## config.mk

```make
export PLATFORM = sky130hd
export DESIGN_NAME = ttdr_fifo
export DESIGN_NICKNAME = d
export VERILOG_FILES = /design/src/rtl/ttdr_fifo.sv
export SDC_FILE = /design/constraint.sdc
export NUM_CORES = 1
export LEC_CHECK = 0
export BUFFER_PORTS_ARGS = -buffer_cell sky130_fd_sc_hd__buf_2
export CAP_MARGIN = 40
export CELL_PAD_IN_SITES_DETAIL_PLACEMENT = 1
export CELL_PAD_IN_SITES_GLOBAL_PLACEMENT = 2
export CORE_ASPECT_RATIO = 1.75
export CORE_MARGIN = 5
export CORE_UTILIZATION = 30
export DETAILED_ROUTE_END_ITERATION = 16
export GPL_TIMING_DRIVEN = 0
export PLACE_DENSITY = 0.65
export SYNTH_ARGS = -nofsm -noshare
export SYNTH_HDL_FRONTEND = slang
export SYNTH_SLANG_ARGS = --single-unit
```

## constraint.sdc

```tcl
create_clock -name aclk -period 1.8 [get_ports aclk]
set_input_delay 0.18 -clock aclk [delete_from_list [all_inputs] [get_ports aclk]]
set_output_delay 0.18 -clock aclk [all_outputs]
set_load 0.1 [all_outputs]
```

## src/rtl/ttdr_fifo.sv

```systemverilog
`timescale 1ns / 1ps
`default_nettype none

module ttdr_fifo #(
    parameter int unsigned WIDTH = 8,
    parameter int unsigned DEPTH = 2
) (
    input  wire logic             aclk,
    input  wire logic             aresetn,
    input  wire logic             in_valid,
    output logic                  in_ready,
    input  wire logic [WIDTH-1:0] in_data,
    output logic                  out_valid,
    input  wire logic             out_ready,
    output logic [WIDTH-1:0]      out_data
);

    localparam int unsigned PTR_W = (DEPTH > 1) ? $clog2(DEPTH) : 1;
    localparam int unsigned CNT_W = $clog2(DEPTH + 1);
    localparam logic [CNT_W-1:0] FULL_CNT = CNT_W'(DEPTH);
    localparam logic [PTR_W-1:0] LAST_PTR = PTR_W'(DEPTH - 1);

    logic [WIDTH-1:0] slot_reg [DEPTH];
    logic [PTR_W-1:0] wr_ptr_reg, wr_ptr_next;
    logic [PTR_W-1:0] rd_ptr_reg, rd_ptr_next;
    logic [CNT_W-1:0] count_reg, count_next;
    logic             push, pop;

    assign in_ready  = (count_reg != FULL_CNT);
    assign out_valid = (count_reg != '0);
    assign out_data  = slot_reg[rd_ptr_reg];
    assign push      = in_valid && in_ready;
    assign pop       = out_valid && out_ready;

    always_comb begin
        wr_ptr_next = wr_ptr_reg;
        rd_ptr_next = rd_ptr_reg;
        count_next  = count_reg;
        if (push) begin
            wr_ptr_next = (wr_ptr_reg == LAST_PTR) ? '0 : wr_ptr_reg + 1'b1;
        end
        if (pop) begin
            rd_ptr_next = (rd_ptr_reg == LAST_PTR) ? '0 : rd_ptr_reg + 1'b1;
        end
        if (push && !pop) begin
            count_next = count_reg + 1'b1;
        end else if (pop && !push) begin
            count_next = count_reg - 1'b1;
        end
    end

    always_ff @(posedge aclk) begin
        if (!aresetn) begin
            wr_ptr_reg <= '0;
            rd_ptr_reg <= '0;
            count_reg  <= '0;
        end else begin
            wr_ptr_reg <= wr_ptr_next;
            rd_ptr_reg <= rd_ptr_next;
            count_reg  <= count_next;
        end
    end

    always_ff @(posedge aclk) begin
        if (push) begin
            slot_reg[wr_ptr_reg] <= in_data;
        end
    end

endmodule

`default_nettype wire

```

==> impl_metrics.yaml <==
flow_run:
  drv_cap: 0
global_route:
  grt_antenna_before_repair: 0
  grtUsageTotal_pct: 8.09
  grt_first_pass_wirelength_um: 2370
  grt_overflow: 0
  grt_pass1_vias: 551
  grt_max_degree: 13
floorplan:
  rows: 25
  start_util_pct: 30.4
  die-area_um2: 3880
  io_pins: 22
  core_area_um2: 2660
  die-width_um: 49.3
  fp.dieH_um: 78.7
clock_network:
  cts_sinks: 21
  clock_path_buffers: 2
  cts_hold_buf: 0
  cts_resized: 0
  cts_root_buffer: "clkbuf_8"
  clk-insertion-delay-late_ns: 0.25
  post_cts_buffers: 0
  cts_tree: "done"
  path_clk_slew_ns: 0.07
  cts-htree-levels: 1
  numCtsBuffers: 3
route:
  drt_first_iter_violations: 7
  first_pass_iters: 4
  vias: 480
  drt.antenna.violating_nets: 0
  finalWirelength_um: 1430
  vias_per_cell: 4.71
  drc: 0
  routedWlPerCell_um: 14.0
setup_path:
  crit_path_start_kind: "flip-flop"
  critPathSlowestCell: "mux2_2"
  crit_fanout: 8
  max_stage_delay_ns: 0.36
  cp.arrival_ns: 1.45
  end_kind: "primary output"
  critPathBufInv: 2
  path_delay_family: "buffers and inverters"
  worst-setup-path-type: "reg2out"
  path_cells: "buf_2 -> mux2_2 -> buf_2"
  cp_data_required_time_ns: 1.62
  crit_top_cell: "buf_2"
cells_and_area:
  largest_reg_flops: 16
  design_area_um2: 995
  nNetsFinal: 89
  syn_to_final_growth_pct: 22.9
  drive_gt1_share_pct: 49.3
  fillers: 285
  diodes: 0
  final_cell_mix: "buf_2, edfxtp_1, mux2_2"
  layout_commonest_cell: "buf_2"
min_path:
  hold_path.class: "in2reg"
yosys:
  synth_cell_types: 17
  yosysWarnings: 0
  synth_nets: 63
  synth_cells: 50
  yosysSeqAreaShare_pct: 71.7
  synth_area_per_cell_um2: 16.2
  ys_ff_latch: 21
  syn_area_um2: 810
timing:
  period_share_pct: 90.7
  finalHoldViolations: 0
  slew_viol_final: 0
  setup_viol: 0
  worst_pin_slew_ns: 0.489
  timing.final.crit_period_ns: 1.63
  tns_ns: 0
  max-slew-margin-rel_pct: 67.6
  fmax_mhz: 613
  clock_skew_ns: 0.00326
  rsz0062_at_grt: "false"
outcome:
  outcome: "finished clean"
placement:
  place_hpwl_um: 1120
  place_congestion: 0.658
  place_area_um2: 948
  port_buffers: 21
==> kinds of logic after synthesis <==
kind of cell               share of synthesized area (%)
AOI/OAI and AO/OA                                   3.71
adders and majority gates                           1.55
buffers and inverters                               1.55
and+or+nand+nor                                     7.11
muxes                                               11.1
DFF                                                 71.7
xor gates and xnor gates                            3.25
==> cell type report <==
cell class | instances | area [um^2] | area share [%]
timing repair buffer | 21 | 105 | 10.6
multi-input combinational | 26 | 216 | 21.8
buffer | 1 | 5.00 | 0.503
sequential | 21 | 581 | 58.4
clock inverter | 1 | 5.00 | 0.503
tap | 27 | 33.8 | 3.40
inverter | 2 | 7.51 | 0.755
clock buffer | 3 | 41.3 | 4.15
==> Yosys cell counts <==
master	n	area [um^2]
and3_1	1	6.26
or2_2	1	6.26
buf_2	1	5.00
mux2_2	8	90.1
or3_1	1	6.26
nor2_1	3	11.3
ha_1	1	12.5
and2_1	1	6.26
inv_1	2	7.51
a21bo_2	1	10.0
o21ai_0	2	10.0
nand2b_4	1	13.8
a21oi_1	2	10.0
dfxtp_1	5	100
nand3b_1	1	7.51
edfxtp_1	16	480
xor2_1	3	26.3
==> path summary, 6_finish.rpt <==
kind	start	end	slack, ns	depth (start not counted)
max	flip-flop	out_data[6]	0.17	3
min	in_data[7]	slot_reg[1][7]$_DFFE_PP_	0.11	1
max reg2reg	count_reg[1]$_SDFFE_PN0P_	count_reg[1]$_SDFFE_PN0P_	0.21	4
min reg2reg	rd_ptr_reg$_SDFFE_PN0P_	rd_ptr_reg$_SDFFE_PN0P_	0.52	2
==> worst register-to-register path, cell delays in order (launching register included) <==
cell     delay (ns)
dfxtp_1        0.37
o21ai_0        0.33
ha_1           0.32
or3_1          0.37
a21oi_1        0.13
==> metal layers <==
metal	wire length (um)	track usage, %	up-vias	part of all wire [%]
met4	17	5.66	0	1.2
met1	458	6.77	235	32
met3	110	3.19	2	7.7
met2	839	14.7	13	59
met5	0	0	-	0
li1	-	-	230	-
==> per-stage QoR <==
stage,util [%],setup WS [ns],hold slack [ns],std cells
4_1_cts,37.4,0.130,0.102,102
6_report,37.4,0.168,0.112,102
2_1_floorplan,-,0.0814,0.279,50
3_5_place_dp,35.7,0.189,0.374,98
3_3_place_gp,35.7,0.231,0.370,98
5_1_grt,37.4,0.0953,0.0972,102
Power is not shown: default switching activity piles up to over one toggle a cycle in this logic, so the estimate is an artifact.
