`config.mk`:
```
export PLATFORM = sky130hd
export DESIGN_NAME = ttdr_front
export DESIGN_NICKNAME = d
export VERILOG_FILES = /design/src/rtl/ttdr_pkg.sv /design/src/rtl/ttdr_front.sv
export SDC_FILE = /design/constraint.sdc
export NUM_CORES = 1
export LEC_CHECK = 0
export ABC_CLOCK_PERIOD_IN_PS = 3700
export BUFFER_PORTS_ARGS = -buffer_cell sky130_fd_sc_hd__buf_2
export CORE_MARGIN = 2
export CORE_UTILIZATION = 41
export CTS_CLUSTER_DIAMETER = 60
export DETAILED_ROUTE_END_ITERATION = 8
export GPL_TIMING_DRIVEN = 0
export PLACE_DENSITY = 0.76
export SLEW_MARGIN = 0
export SYNTH_ARGS = -nofsm -noshare
export SYNTH_HDL_FRONTEND = slang
export SYNTH_SLANG_ARGS = --single-unit
```
`constraint.sdc`:
```
create_clock -name aclk -period 3.7 [get_ports aclk]
set_input_delay 0.555 -clock aclk [delete_from_list [all_inputs] [get_ports aclk]]
set_output_delay 0.555 -clock aclk [all_outputs]
set_load 0.1 [all_outputs]
```
`src/rtl/ttdr_pkg.sv`:
```
`timescale 1ns / 1ps
`default_nettype none

package ttdr_pkg;

    localparam int unsigned TT_ENTRIES_DEF = 65536;
    localparam int unsigned QUEUE_DEPTH    = 2;

    localparam logic [7:0] EMPTY_MOVE_RST = 8'hFF;

    // Operation codes carried on the input tuser.
    localparam logic [1:0] OP_STORE = 2'd0;
    localparam logic [1:0] OP_PROBE = 2'd1;
    localparam logic [1:0] OP_CLEAR = 2'd2;

    localparam logic [1:0] BOUND_EXACT   = 2'd0;
    localparam logic [1:0] BOUND_INVALID = 2'd3;

    localparam logic signed [6:0] DEPTH_EMPTY = -7'sd1;

    typedef enum logic [1:0] {
        KIND_STORE = 2'd0,
        KIND_PROBE = 2'd1,
        KIND_CLEAR = 2'd2,
        KIND_NOP   = 2'd3
    } cmd_kind_t;

    typedef struct packed {
        logic [7:0]         move;
        logic [1:0]         bound;
        logic signed [15:0] score;
        logic [5:0]         depth;
        logic [63:0]        hash;
        logic [1:0]         op;
    } item_t;

    typedef struct packed {
        cmd_kind_t          kind;
        logic [63:0]        hash;
        logic [5:0]         depth;
        logic signed [15:0] score;
        logic [1:0]         bound;
        logic [7:0]         move;
    } cmd_t;

    typedef struct packed {
        logic [63:0]        tag;
        logic signed [6:0]  depth;
        logic signed [15:0] score;
        logic [1:0]         bound;
        logic [7:0]         move;
    } entry_t;

    typedef struct packed {
        logic               done_res;
        logic [7:0]         found_move;
        logic [1:0]         found_bound;
        logic signed [15:0] found_score;
        logic               hit;
        logic               tag_match;
    } res_t;

    function automatic entry_t cleared_entry(input logic [7:0] code);
        entry_t e;
        e.tag   = '0;
        e.depth = DEPTH_EMPTY;
        e.score = '0;
        e.bound = BOUND_EXACT;
        e.move  = code;
        return e;
    endfunction

    function automatic res_t empty_result(input logic [7:0] code);
        res_t r;
        r.done_res    = 1'b1;
        r.found_move  = code;
        r.found_bound = BOUND_EXACT;
        r.found_score = '0;
        r.hit         = 1'b0;
        r.tag_match   = 1'b0;
        return r;
    endfunction

endpackage

`default_nettype wire

```
`src/rtl/ttdr_front.sv`:
```
`timescale 1ns / 1ps
`default_nettype none

module ttdr_front
    import ttdr_pkg::*;
#(
    parameter int unsigned TABLE_ENTRIES = TT_ENTRIES_DEF
) (
    input  wire logic                              aclk,
    input  wire logic                              aresetn,
    input  wire logic                              s_valid,
    output logic                                   s_ready,
    input  wire item_t                             s_item,
    input  wire logic                              hold,
    output logic                                   q_valid,
    input  wire logic                              q_ready,
    output cmd_t                                   q_cmd,
    output logic [$clog2(TABLE_ENTRIES)-1:0]       q_slot
);

    localparam int unsigned IDX_W = $clog2(TABLE_ENTRIES);
    localparam bit IS_POW2 = ((TABLE_ENTRIES & (TABLE_ENTRIES - 1)) == 0);
    localparam logic [32:0] MOD_N = 33'(TABLE_ENTRIES);
    localparam logic [31:0] RECIP = 32'((64'd1 << 32) / 64'(TABLE_ENTRIES));

    typedef enum logic [3:0] {
        F_IDLE = 4'b0001,
        F_QUOT = 4'b0010,
        F_REM  = 4'b0100,
        F_PUSH = 4'b1000
    } front_state_t;

    front_state_t      state_reg, state_next;
    cmd_t              cmd_reg, cmd_next;
    logic [IDX_W-1:0]  slot_reg, slot_next;
    logic [2:0]        byte_cnt_reg, byte_cnt_next;
    logic [7:0]        quot_reg, quot_next;
    logic [7:0]        hash_byte;
    logic [31:0]       part_val;
    logic [63:0]       recip_prod;
    logic [32:0]       rem_val;
    logic              take;
    cmd_kind_t         kind_in;

    assign s_ready = !hold && ((state_reg == F_IDLE) || ((state_reg == F_PUSH) && q_ready));
    assign take    = s_valid && s_ready;
    assign q_valid = (state_reg == F_PUSH);
    assign q_cmd   = cmd_reg;
    assign q_slot  = slot_reg;

    always_comb begin
        case (s_item.op)
            OP_STORE: kind_in = KIND_STORE;
            OP_PROBE: kind_in = KIND_PROBE;
            OP_CLEAR: kind_in = KIND_CLEAR;
            default:  kind_in = KIND_NOP;
        endcase
    end

    // The remainder is built one hash byte at a time from the top. The partial
    // value is below 256 times the table size, so the scaled reciprocal gives a
    // quotient that is at most one short, and one compare and subtract fixes it.
    assign hash_byte  = cmd_reg.hash[{byte_cnt_reg, 3'b000} +: 8];
    assign part_val   = 32'({slot_reg, hash_byte});
    assign recip_prod = {32'd0, part_val} * {32'd0, RECIP};

    always_comb begin
        rem_val = {1'b0, part_val} - (33'(quot_reg) * MOD_N);
        if (rem_val >= MOD_N) begin
            rem_val = rem_val - MOD_N;
        end
    end

    always_comb begin
        state_next    = state_reg;
        cmd_next      = cmd_reg;
        slot_next     = slot_reg;
        byte_cnt_next = byte_cnt_reg;
        quot_next     = quot_reg;
        case (state_reg)
            F_IDLE: begin
                state_next = F_IDLE;
            end
            F_QUOT: begin
                quot_next  = recip_prod[39:32];
                state_next = F_REM;
            end
            F_REM: begin
                slot_next = rem_val[IDX_W-1:0];
                if (byte_cnt_reg == '0) begin
                    state_next = F_PUSH;
                end else begin
                    byte_cnt_next = byte_cnt_reg - 1'b1;
                    state_next    = F_QUOT;
                end
            end
            F_PUSH: begin
                if (q_ready) begin
                    state_next = F_IDLE;
                end
            end
            default: begin
                state_next = F_IDLE;
            end
        endcase
        if (take) begin
            cmd_next.kind  = kind_in;
            cmd_next.hash  = s_item.hash;
            cmd_next.depth = s_item.depth;
            cmd_next.score = s_item.score;
            cmd_next.bound = s_item.bound;
            cmd_next.move  = s_item.move;
            if (IS_POW2) begin
                slot_next  = s_item.hash[IDX_W-1:0];
                state_next = F_PUSH;
            end else if ((kind_in == KIND_STORE) || (kind_in == KIND_PROBE)) begin
                slot_next     = '0;
                byte_cnt_next = 3'd7;
                state_next    = F_QUOT;
            end else begin
                slot_next  = '0;
                state_next = F_PUSH;
            end
        end
    end

    always_ff @(posedge aclk) begin
        if (!aresetn) begin
            state_reg <= F_IDLE;
        end else begin
            state_reg <= state_next;
        end
    end

    always_ff @(posedge aclk) begin
        cmd_reg      <= cmd_next;
        slot_reg     <= slot_next;
        byte_cnt_reg <= byte_cnt_next;
        quot_reg     <= quot_next;
    end

endmodule

`default_nettype wire

```
==> results of run 1 <==
[kinds of logic after synthesis]
family,Yosys count
muxes,24
xor gates and xnor gates,2
buffers and inverters,16
and+or+nand+nor,39
AOI/OAI and AO/OA,15
adders and majority gates,2
DFF,121
[area by class of cell]
type | instances | area, um^2
clock inverters | 14 | 198.9
multi-input cells | 82 | 768.2
inverters | 6 | 26.28
plain buffers | 10 | 67.56
well taps | 140 | 175.2
repair buffers | 218 | 1121
fillers | 819 | 4329
flip-flops and latches | 121 | 3593
clock buffers | 18 | 417.9
[synthesized netlist by cell type]
| master | number | area share |
|---|---|---|
| a211o_1 | 1 | 0.0020 |
| clkbuf_1 | 3 | 0.0025 |
| nand2_1 | 18 | 0.015 |
| nor3b_1 | 1 | 0.0017 |
| a21oi_1 | 3 | 0.0034 |
| nor4_1 | 1 | 0.0014 |
| and2_1 | 1 | 0.0014 |
| ha_1 | 2 | 0.0056 |
| a31oi_1 | 8 | 0.011 |
| buf_2 | 3 | 0.0034 |
| xor2_1 | 1 | 0.0020 |
| or3_1 | 1 | 0.0014 |
| nor3_1 | 2 | 0.0022 |
| mux2_2 | 7 | 0.018 |
| mux4_2 | 16 | 0.081 |
| o21ai_0 | 1 | 0.0011 |
| buf_6 | 2 | 0.0051 |
| clkinv_1 | 1 | 0.00084 |
| inv_1 | 5 | 0.0042 |
| edfxtp_1 | 117 | 0.79 |
| or4b_2 | 1 | 0.0022 |
| o21a_1 | 2 | 0.0034 |
| nand2b_1 | 3 | 0.0042 |
| buf_8 | 1 | 0.0034 |
| dfxtp_1 | 4 | 0.018 |
| buf_1 | 1 | 0.00084 |
| mux2_4 | 1 | 0.0034 |
| nand3b_1 | 1 | 0.0017 |
| nor2_1 | 10 | 0.0084 |
| xnor2_1 | 1 | 0.0020 |
[routing by layer]
| metal | vias up | global-route usage | share of wire |
|---|---|---|---|
| met4 | 0 | 0.09432 | 0.020 |
| met5 | - | 0 | 0 |
| met2 | 179 | 0.3320 | 0.51 |
| met3 | 19 | 0.08680 | 0.10 |
| met1 | 1422 | 0.2264 | 0.36 |
| li1 | 1341 | - | - |
[how the worst max path moves through the flow]
stage                endpoint          from  slack [ps]  depth (start not counted)
floorplan             q_valid  state_reg[0]         640                          2
global placement    q_cmd[19]       q_ready        -100                          7
detailed placement  q_cmd[68]          hold         920                          8
CTS                 q_cmd[53]  state_reg[2]        1150                          7
global route        q_cmd[41]  state_reg[2]        1060                          7
finish              q_cmd[41]  state_reg[2]        1150                          7
[power by group through the flow]
stage	logic (mW)	clock network [mW]	registers (mW)
detailed placement	0.591	0	1.63
finish	0.589	1.70	1.60
CTS	0.593	1.73	1.60
global route	0.608	1.79	1.61
global placement	0.579	0	1.63
floorplan	0.0670	0	2.02
[through the flow]
| step | cells | hold slack (ps) | util | setup TNS, ps | instance area, um^2 |
|---|---|---|---|---|---|
| CTS | 609 | 179.0 | 0.5953 | 0 | 6369 |
| global route | 609 | 171.0 | 0.5953 | 0 | 6369 |
| finish | 609 | 203.0 | 0.5953 | 0 | 6369 |
| floorplan | 219 | 458.1 | - | 0 | 4456 |
| global placement | 575 | 471.5 | 0.5339 | -8714 | 5712 |
| detailed placement | 577 | 495.5 | 0.5377 | 0 | 5752 |
==> flow_summary.html, run 1 <==
<table>
<tr><th>Metric</th><th>Value</th></tr>
<tr><th colspan="2">Timing</th></tr>
<tr><td>Period Utilization, post-route</td><td>0.6891</td></tr>
<tr><td>Post-layout minimum cycle time</td><td>roughly 2500 ps</td></tr>
<tr><td>Transition time at the pin with the least slew margin</td><td>between 700 and 800 ps</td></tr>
<tr><td>Final count of negative-setup-slack endpoints</td><td>0</td></tr>
<tr><td>Setup slack of the critical path after layout</td><td>between 1000 and 1500 ps</td></tr>
<tr><td>Maximum clock rate</td><td>392.2 MHz</td></tr>
<tr><td>Rel. slew slack</td><td>0.4677</td></tr>
<tr><td>Max Transition Viols Final</td><td>0</td></tr>
<tr><td>Clock skew</td><td>between 4 and 5 ps</td></tr>
<tr><td>Hold violation count in the final report</td><td>0</td></tr>
<tr><td>Unrepaired setup endpoints after global routing</td><td>no</td></tr>
<tr><th colspan="2">Worst hold path</th></tr>
<tr><td>Start point of the worst hold path</td><td>s_item[1]</td></tr>
<tr><td>Classification of the worst-slack hold path</td><td>in2reg</td></tr>
<tr><td>Capture endpoint of the worst hold path</td><td>q_cmd[97]</td></tr>
<tr><td>Depth of the worst hold-timing path</td><td>1</td></tr>
<tr><th colspan="2">Finish</th></tr>
<tr><td>Net total in the final layout</td><td>about 560</td></tr>
<tr><td>Most common cell after layout, fill and taps aside</td><td>buf_2</td></tr>
<tr><td>Antenna Cells</td><td>0</td></tr>
<tr><td>Flip-flop count of the largest register after layout</td><td>98</td></tr>
<tr><td>Area added between synthesis and finish</td><td>43.06%</td></tr>
<tr><td>Ratio of cells with drive above 1 in the final layout</td><td>0.5991</td></tr>
<tr><td>Most used cells in the layout excluding fill and tap cells</td><td>219 x buf_2, 117 x edfxtp_1, 18 x nand2_1, 16 x mux4_2, 16 x clkbuf_16</td></tr>
<tr><th colspan="2">Route</th></tr>
<tr><td>Routed length per placed instance</td><td>18.92 um</td></tr>
<tr><td>First-pass iteration count of the detailed router</td><td>4</td></tr>
<tr><td>Count of nets left with antenna violations after detail routing</td><td>0</td></tr>
<tr><td>Vias after detailed routing</td><td>slightly below 3000</td></tr>
<tr><td>Routed WL</td><td>about 12000 um</td></tr>
<tr><td>Drt initial violations</td><td>222</td></tr>
<tr><td>Number of design rule violations left after detail routing</td><td>0</td></tr>
<tr><td>Avg Vias per Cell</td><td>around 5</td></tr>
<tr><th colspan="2">Run status</th></tr>
<tr><td>Result of the run</td><td>finished, final reports clean</td></tr>
<tr><th colspan="2">CTS</th></tr>
<tr><td>TritonCTS clock tree</td><td>built</td></tr>
<tr><td>Resized Gates After CTS</td><td>0</td></tr>
<tr><td>Cts hold-fix bufs</td><td>0</td></tr>
<tr><td>CTS HTree Levels</td><td>4</td></tr>
<tr><td>Number of clock buffers inserted by TritonCTS</td><td>17</td></tr>
<tr><td>Clock slew at the register clock pins of the worst setup and hold paths</td><td>around 60 ps</td></tr>
<tr><td>Setup Fix Bufs, Post-CTS</td><td>0</td></tr>
<tr><td>Buffers from clock root to sink, at most</td><td>2</td></tr>
<tr><td>Number of clock sinks</td><td>between 100 and 150</td></tr>
<tr><td>Clock Tree Root</td><td>clkbuf_8</td></tr>
<tr><td>Worst-skew pair later-pin latency</td><td>around 520 ps</td></tr>
<tr><th colspan="2">Critical path</th></tr>
<tr><td>Crit start category</td><td>flip-flop</td></tr>
<tr><td>Depth of the most critical reg-to-reg path</td><td>7</td></tr>
<tr><td>Buf/Inv on CP</td><td>5</td></tr>
<tr><td>Cell family contributing the most delay on the critical path</td><td>buffers and inverters</td></tr>
<tr><td>Signal arrival time at the worst endpoint</td><td>2750 ps</td></tr>
<tr><td>Type of the setup path with the least slack</td><td>reg2reg</td></tr>
<tr><td>CP Cell Sequence</td><td>or3_1, a211o_1, buf_6, buf_8, buf_6, clkinvlp_4, buf_12</td></tr>
<tr><td>CP most frequent cell</td><td>buf_6</td></tr>
<tr><td>Register-to-Register Setup Slack</td><td>1150 ps</td></tr>
<tr><td>Crit path largest cell delay</td><td>between 400 and 500 ps</td></tr>
<tr><td>Highest net fanout along the worst path</td><td>40</td></tr>
<tr><td>Critical-path cell with the highest stage delay</td><td>or3_1</td></tr>
<tr><td>Reg2reg start</td><td>state_reg[2]</td></tr>
<tr><td>Reg-to-reg critical path endpoint</td><td>q_cmd[41]</td></tr>
<tr><td>Element type at the critical path end</td><td>flip-flop</td></tr>
<tr><td>CP required</td><td>~3900 ps</td></tr>
<tr><th colspan="2">Die</th></tr>
<tr><td>Count of standard-cell rows</td><td>38</td></tr>
<tr><td>Die Outline Area</td><td>about 12000 um^2</td></tr>
<tr><td>Core Footprint</td><td>~11000 um^2</td></tr>
<tr><td>Number of primary I/O pins</td><td>roughly 220</td></tr>
<tr><td>Die W</td><td>~110 um</td></tr>
<tr><td>Starting density of the core</td><td>0.4161</td></tr>
<tr><td>Die Ht</td><td>roughly 110 um</td></tr>
<tr><th colspan="2">Place</th></tr>
<tr><td>Worst setup timing slack at the placement stage</td><td>between 900 and 1000 ps</td></tr>
<tr><td>Buffers added on ports</td><td>216</td></tr>
<tr><td>Hpwl dp</td><td>about 8300 um</td></tr>
<tr><td>Last weighted congestion value of the routability-driven placer</td><td>about 0.75</td></tr>
<tr><th colspan="2">Yosys</th></tr>
<tr><td>Post-synthesis simple-gate area fraction</td><td>0.03991</td></tr>
<tr><td>Cells after Synth</td><td>approximately 220</td></tr>
<tr><td>Synthesized-area fraction occupied by adder cells</td><td>0.005621</td></tr>
<tr><td>Net Count, Synth</td><td>between 300 and 400</td></tr>
<tr><td>Share of the yosys chip area belonging to registers</td><td>0.8072</td></tr>
<tr><td>Xor/xnor cell area share of the yosys netlist</td><td>0.003935</td></tr>
<tr><td>Syn. warnings</td><td>0</td></tr>
<tr><td>Syn avg cell area</td><td>20.33 um^2</td></tr>
<tr><td>Largest family of logic cells by synthesized area</td><td>multiplexers</td></tr>
<tr><td>Multiplexer fraction of the synthesized cell area</td><td>0.1020</td></tr>
<tr><td>Synth Area in Compound Gates</td><td>0.02108</td></tr>
<tr><td>Count of unique library cells instantiated by Yosys</td><td>30</td></tr>
<tr><td>Mapped Area</td><td>~4500 um^2</td></tr>
<tr><td>Synthesized flop and latch total</td><td>121</td></tr>
<tr><th colspan="2">Pwr</th></tr>
<tr><td>Internal power</td><td>2.778 mW</td></tr>
<tr><td>Total design power</td><td>~3.9 mW</td></tr>
<tr><td>Part of the power in the clock network</td><td>0.437</td></tr>
<tr><td>Max rail drop VDD</td><td>0.3824 mV</td></tr>
<tr><td>Switch share</td><td>0.2856</td></tr>
<tr><td>Power per standard cell area</td><td>610.5 nW/um^2</td></tr>
<tr><td>Sequential share of power</td><td>0.412</td></tr>
<tr><td>Combinational share of power</td><td>0.152</td></tr>
<tr><td>Reported leakage power</td><td>roughly 2.6 nW</td></tr>
<tr><td>Net switching component of the power</td><td>1.110 mW</td></tr>
<tr><th colspan="2">Global routing</th></tr>
<tr><td>Total gr overflow</td><td>0</td></tr>
<tr><td>GRT Util Overall</td><td>0.2014</td></tr>
<tr><td>Via count of the first global-routing pass</td><td>3066</td></tr>
<tr><td>Largest net degree at the start of global routing</td><td>41</td></tr>
<tr><td>Number of antenna violations at the first check in global routing</td><td>0</td></tr>
<tr><td>First-pass GRT wire length</td><td>approximately 17000 um</td></tr>
<tr><th colspan="2">Flow run</th></tr>
<tr><td>Max Cap Viol</td><td>0</td></tr>
</table>
Power figures use the tool's default switching activity.
==> run 2: changes to the inputs <==
--- a/config.mk
+++ b/config.mk
@@ -5,14 +5,15 @@
 export SDC_FILE = /design/constraint.sdc
 export NUM_CORES = 1
 export LEC_CHECK = 0
-export ABC_CLOCK_PERIOD_IN_PS = 3700
+export ABC_AREA = 1
+export ABC_CLOCK_PERIOD_IN_PS = 2700
 export BUFFER_PORTS_ARGS = -buffer_cell sky130_fd_sc_hd__buf_2
 export CORE_MARGIN = 2
-export CORE_UTILIZATION = 41
+export CORE_UTILIZATION = 42
 export CTS_CLUSTER_DIAMETER = 60
 export DETAILED_ROUTE_END_ITERATION = 8
 export GPL_TIMING_DRIVEN = 0
-export PLACE_DENSITY = 0.76
+export PLACE_DENSITY = 0.73
 export SLEW_MARGIN = 0
 export SYNTH_ARGS = -nofsm -noshare
 export SYNTH_HDL_FRONTEND = slang
==> constraint.sdc (replaced) <==
create_clock -name aclk -period 2.7 [get_ports aclk]
set_input_delay 0.405 -clock aclk [delete_from_list [all_inputs] [get_ports aclk]]
set_output_delay 0.405 -clock aclk [all_outputs]
set_load 0.1 [all_outputs]
==> run 2 against run 1 <==
Effect of this change:
- power up 33%
- wire length up 8.9%
- first-iteration DRC count up 10%
- clock skew up 7.9 ps
- critical path type is now reg2out
- synthesized cell count up 94%
- largest power group is now registers
- critical endpoint is now s_ready
==> flow_summary.html, run 2 <==
<table>
<tr><th>Metric</th><th>Value</th></tr>
<tr><th colspan="2">Timing</th></tr>
<tr><td>Maximum clock rate</td><td>roughly 440 MHz</td></tr>
<tr><td>Unrepaired setup endpoints after global routing</td><td>no (unchanged)</td></tr>
<tr><td>Worst hold slack</td><td>161.7 ps (was 203.0 ps)</td></tr>
<tr><td>Total negative setup slack</td><td>0 ps (unchanged)</td></tr>
<tr><td>Post-layout minimum cycle time</td><td>2256 ps</td></tr>
<tr><td>Transition time at the pin with the least slew margin</td><td>990.6 ps (was 798.4 ps)</td></tr>
<tr><td>Clock skew</td><td>12.21 ps (was 4.353 ps)</td></tr>
<tr><td>Rel. slew slack</td><td>0.3396 (was 0.4677)</td></tr>
<tr><td>Period Utilization, post-route</td><td>0.8356</td></tr>
<tr><td>Max Transition Viols Final</td><td>0 (unchanged)</td></tr>
<tr><td>Final count of negative-setup-slack endpoints</td><td>0 (unchanged)</td></tr>
<tr><td>Hold violation count in the final report</td><td>0 (unchanged)</td></tr>
<tr><th colspan="2">Yosys</th></tr>
<tr><td>Syn. warnings</td><td>0 (unchanged)</td></tr>
<tr><td>Cells after Synth</td><td>424 (was 219)</td></tr>
<tr><td>Multiplexer fraction of the synthesized cell area</td><td>0 (was 0.1020)</td></tr>
<tr><td>Number of enable flip-flop cells after synthesis</td><td>117 (unchanged)</td></tr>
<tr><td>Post-synthesis simple-gate area fraction</td><td>0.1835 (was 0.03991)</td></tr>
<tr><td>Synthesized flop and latch total</td><td>121 (unchanged)</td></tr>
<tr><td>Synthesized-area fraction occupied by adder cells</td><td>0.005034 (was 0.005621)</td></tr>
<tr><td>Share of the yosys chip area belonging to registers</td><td>0.7229 (was 0.8072)</td></tr>
<tr><td>Largest family of logic cells by synthesized area</td><td>simple AND/OR/NAND/NOR gates (was multiplexers)</td></tr>
<tr><td>Portion of synthesized cell area occupied by the leading cell type</td><td>0.7068 (was 0.7892)</td></tr>
<tr><td>Count of unique library cells instantiated by Yosys</td><td>26 (was 30)</td></tr>
<tr><td>Synth top cells by count</td><td>148 x nand2_1, 117 x edfxtp_1, 70 x inv_1 (was 117 x edfxtp_1, 18 x nand2_1, 16 x mux4_2)</td></tr>
<tr><td>Synth Area in Compound Gates</td><td>0.007551 (was 0.02108)</td></tr>
<tr><td>Syn avg cell area</td><td>11.72 um^2 (was 20.33 um^2)</td></tr>
<tr><td>Biggest area consumer among synthesized cells</td><td>edfxtp_1 (unchanged)</td></tr>
<tr><td>Xor/xnor cell area share of the yosys netlist</td><td>0.001762 (was 0.003935)</td></tr>
<tr><td>Cell with the most instances after synthesis</td><td>nand2_1 (was edfxtp_1)</td></tr>
<tr><td>Leading post-synthesis cells by cell area</td><td>edfxtp_1 71%, nand2_1 11%, inv_1 5.3%, nand3_1 4.2%, dfxtp_1 1.6% (was edfxtp_1 79%, mux4_2 8.1%, dfxtp_1 1.8%, mux2_2 1.8%, nand2_1 1.5%)</td></tr>
<tr><td>Mapped Area</td><td>4971 um^2 (was 4452 um^2)</td></tr>
<tr><td>Net Count, Synth</td><td>529 (was 324)</td></tr>
<tr><td>Proportion of register bits with asynchronous set or reset after synthesis</td><td>0 (unchanged)</td></tr>
<tr><td>Most common flop cell mapped by yosys</td><td>edfxtp_1 (unchanged)</td></tr>
<tr><th colspan="2">Critical path</th></tr>
<tr><td>Highest net fanout along the worst path</td><td>9 (was 40)</td></tr>
<tr><td>Cell family contributing the most delay on the critical path</td><td>buffers and inverters (unchanged)</td></tr>
<tr><td>CP required</td><td>2300 ps (was 3900 ps)</td></tr>
<tr><td>Depth of the most critical reg-to-reg path</td><td>5 (was 7)</td></tr>
<tr><td>Buf/Inv on CP</td><td>2 (was 5)</td></tr>
<tr><td>Element type at the critical path end</td><td>output pin (was flip-flop)</td></tr>
<tr><td>Crit path largest cell delay</td><td>490 ps (was 410 ps)</td></tr>
<tr><td>CP Cell Sequence</td><td>inv_2, nor2_4, nand2_4, a21oi_4, buf_2 (was or3_1, a211o_1, buf_6, buf_8, buf_6, clkinvlp_4, buf_12)</td></tr>
<tr><td>Reg-to-reg critical path endpoint</td><td>q_cmd[59] (was q_cmd[41])</td></tr>
<tr><td>Crit start category</td><td>flip-flop (unchanged)</td></tr>
<tr><td>Signal arrival time at the worst endpoint</td><td>1850 ps (was 2750 ps)</td></tr>
<tr><td>Critical-path cell with the highest stage delay</td><td>buf_2 (was or3_1)</td></tr>
<tr><td>Reg2reg start</td><td>state_reg[2] (unchanged)</td></tr>
<tr><td>Register-to-Register Setup Slack</td><td>590 ps (was 1150 ps)</td></tr>
<tr><td>Type of the setup path with the least slack</td><td>reg2out (was reg2reg)</td></tr>
<tr><th colspan="2">Global routing</th></tr>
<tr><td>Via count of the first global-routing pass</td><td>3972 (was 3066)</td></tr>
<tr><td>Largest net degree at the start of global routing</td><td>107 (was 41)</td></tr>
<tr><td>First-pass GRT wire length</td><td>19750 um (was 16520 um)</td></tr>
<tr><td>Number of antenna violations at the first check in global routing</td><td>0 (unchanged)</td></tr>
<tr><td>GRT Util Overall</td><td>0.2057 (was 0.2014)</td></tr>
<tr><td>Total gr overflow</td><td>0 (unchanged)</td></tr>
<tr><th colspan="2">Place</th></tr>
<tr><td>Buffers added on ports</td><td>215 (was 216)</td></tr>
<tr><td>Hpwl dp</td><td>9447 um (was 8252 um)</td></tr>
<tr><td>Placed cell count</td><td>782 (was 577)</td></tr>
<tr><td>Last weighted congestion value of the routability-driven placer</td><td>0.8487 (was 0.7464)</td></tr>
<tr><th colspan="2">CTS</th></tr>
<tr><td>Resized Gates After CTS</td><td>0 (unchanged)</td></tr>
<tr><td>Clock Tree Root</td><td>clkbuf_16 (was clkbuf_8)</td></tr>
<tr><td>Cts hold-fix bufs</td><td>0 (unchanged)</td></tr>
<tr><td>TritonCTS clock tree</td><td>built (unchanged)</td></tr>
<tr><td>CTS HTree Levels</td><td>4 (unchanged)</td></tr>
<tr><td>Clock slew at the register clock pins of the worst setup and hold paths</td><td>60 ps (about the same)</td></tr>
<tr><td>Setup Fix Bufs, Post-CTS</td><td>0 (unchanged)</td></tr>
<tr><td>Number of clock sinks</td><td>121 (unchanged)</td></tr>
<tr><td>Buffers from clock root to sink, at most</td><td>2 (unchanged)</td></tr>
<tr><td>Worst-skew pair later-pin latency</td><td>420 ps (was 520 ps)</td></tr>
<tr><td>Number of clock buffers inserted by TritonCTS</td><td>17 (unchanged)</td></tr>
<tr><th colspan="2">Worst hold path</th></tr>
<tr><td>Start point of the worst hold path</td><td>s_item[0] (was s_item[1])</td></tr>
<tr><td>Capture endpoint of the worst hold path</td><td>q_cmd[96] (was q_cmd[97])</td></tr>
<tr><td>Classification of the worst-slack hold path</td><td>in2reg (unchanged)</td></tr>
<tr><td>Depth of the worst hold-timing path</td><td>1 (unchanged)</td></tr>
<tr><th colspan="2">Finish</th></tr>
<tr><td>Antenna Cells</td><td>0 (unchanged)</td></tr>
<tr><td>Net total in the final layout</td><td>763 (was 561)</td></tr>
<tr><td>Area added between synthesis and finish</td><td>36.77% (was 43.06%)</td></tr>
<tr><td>Post-layout instance count excluding filler cells</td><td>814 (was 609)</td></tr>
<tr><td>Total of fill cells in the finished design</td><td>915 (was 819)</td></tr>
<tr><td>Most used cells in the layout excluding fill and tap cells</td><td>221 x buf_2, 148 x nand2_1, 117 x edfxtp_1, 70 x inv_1, 42 x nand3_1 (was 219 x buf_2, 117 x edfxtp_1, 18 x nand2_1, 16 x mux4_2, 16 x clkbuf_16)</td></tr>
<tr><td>Finished Core Util</td><td>0.5929 (was 0.5953)</td></tr>
<tr><td>Flip-flop count of the largest register after layout</td><td>98 (unchanged)</td></tr>
<tr><td>Ratio of cells with drive above 1 in the final layout</td><td>0.4188 (was 0.5991)</td></tr>
<tr><td>Most common cell after layout, fill and taps aside</td><td>buf_2 (unchanged)</td></tr>
<tr><th colspan="2">Pwr</th></tr>
<tr><td>Switch share</td><td>0.3089 (was 0.2856)</td></tr>
<tr><td>Total design power</td><td>5.182 mW (was 3.888 mW)</td></tr>
<tr><td>Reported leakage power</td><td>3.263 nW (was 2.574 nW)</td></tr>
<tr><td>Net switching component of the power</td><td>1.601 mW (was 1.110 mW)</td></tr>
<tr><td>Internal power</td><td>3.581 mW (was 2.778 mW)</td></tr>
<tr><td>Part of the power in the clock network</td><td>0.412 (was 0.437)</td></tr>
<tr><td>Combinational share of power</td><td>0.163 (was 0.152)</td></tr>
<tr><td>Sequential share of power</td><td>0.424 (was 0.412)</td></tr>
<tr><td>Power per standard cell area</td><td>762.2 nW/um^2 (was 610.5 nW/um^2)</td></tr>
<tr><td>Max rail drop VDD</td><td>0.6565 mV (was 0.3824 mV)</td></tr>
<tr><th colspan="2">Die</th></tr>
<tr><td>Die W</td><td>112.8 um (was 108.2 um)</td></tr>
<tr><td>Die Outline Area</td><td>12720 um^2 (was 11710 um^2)</td></tr>
<tr><td>Number of primary I/O pins</td><td>219 (unchanged)</td></tr>
<tr><td>Starting density of the core</td><td>0.4335 (was 0.4161)</td></tr>
<tr><td>Die Ht</td><td>112.8 um (was 108.2 um)</td></tr>
<tr><td>Core Footprint</td><td>11470 um^2 (was 10700 um^2)</td></tr>
<tr><td>Count of standard-cell rows</td><td>39 (was 38)</td></tr>
<tr><th colspan="2">Route</th></tr>
<tr><td>First-pass iteration count of the detailed router</td><td>4 (unchanged)</td></tr>
<tr><td>Drt initial violations</td><td>245 (was 222)</td></tr>
<tr><td>Routed WL</td><td>12550 um (was 11520 um)</td></tr>
<tr><td>Avg Vias per Cell</td><td>4.630 (was 4.862)</td></tr>
<tr><td>Routed length per placed instance</td><td>15.42 um (was 18.92 um)</td></tr>
<tr><td>Vias after detailed routing</td><td>3769 (was 2961)</td></tr>
<tr><td>Number of design rule violations left after detail routing</td><td>0 (unchanged)</td></tr>
<tr><td>Count of nets left with antenna violations after detail routing</td><td>0 (unchanged)</td></tr>
<tr><th colspan="2">Run status</th></tr>
<tr><td>Result of the run</td><td>finished, final reports clean (unchanged)</td></tr>
<tr><th colspan="2">Flow run</th></tr>
<tr><td>Max Cap Viol</td><td>0 (unchanged)</td></tr>
</table>
## run 2: cell types whose count changed after synthesis, moves of 6 or more
cell / previous run / this run
nand2_1: 18 / 148
inv_1: 5 / 70
nand3_1: 0 / 42
mux4_2: 16 / 0
nor2_1: 10 / 0
a31oi_1: 8 / 0
mux2_2: 7 / 0
buf_4: 0 / 6
## run 2: how the worst max path moves through the flow
| stage | startpoint | to | slack [ps] | cells after the start |
|---|---|---|---|---|
| 6_report | state_reg[0] | s_ready | 440 | 5 |
| 3_5_place_dp | state_reg[2] | q_slot[14] | 620 | 7 |
| 2_1_floorplan | state_reg[2] | q_valid | 170 | 1 |
| 3_3_place_gp | state_reg[1] | q_cmd[17] | -110 | 5 |
| 4_1_cts | state_reg[0] | s_ready | 430 | 5 |
| 5_1_grt | state_reg[0] | s_ready | 340 | 5 |
## run 2: per-layer routing
layer,up-vias,GRT usage,routed length [um]
met5,-,0,0
met4,0,0.08130,206
met3,16,0.08623,1122
met2,171,0.3433,6248
met1,1740,0.2359,4976
li1,1842,-,-
## run 2: power by group through the flow
stage | Clock, mW | Sequential, mW | Combinational (mW)
after detailed placement | 0 | 2.24 | 0.848
after global routing | 2.24 | 2.21 | 0.883
after CTS | 2.17 | 2.20 | 0.849
after global placement | 0 | 2.24 | 0.840
final | 2.14 | 2.20 | 0.847
after floorplan | 0 | 2.78 | 0.123
## run 2: through the flow
stage	setup WS, ps	instance area (um^2)
after floorplan	168.6	4977
after global placement	-106.1	6232
after detailed placement	623.8	6236
after CTS	431.8	6799
after global routing	343.6	6799
final	444.0	6799
## run 2: cell families (layout without fill, tap and decap cells)
kind of cell / after synthesis / after routing
xor+xnor: 1 / 1
buf+inv: 92 / 339
simple gates: 205 / 205
flops: 121 / 121
fa+ha+maj: 2 / 2
compound gates: 3 / 3
## run 2: worst reg2reg max path, delay by kind of cell (launching register included)
kind                   cells  cell delay (ps)
DFF                        1              470
buffers and inverters      1              560
and+or+nand+nor            4              350
## run 2: cell type report
class	count	area, um^2	area share
flip-flops and latches	121	3593	0.5285
repair buffers	215	1076	0.1583
inverters	76	292.8	0.04306
clock buffers	17	425.4	0.06257
well taps	143	178.9	0.02632
clock inverters	15	137.6	0.02024
multi-input cells	211	989.7	0.1456
plain buffers	16	105.1	0.01546
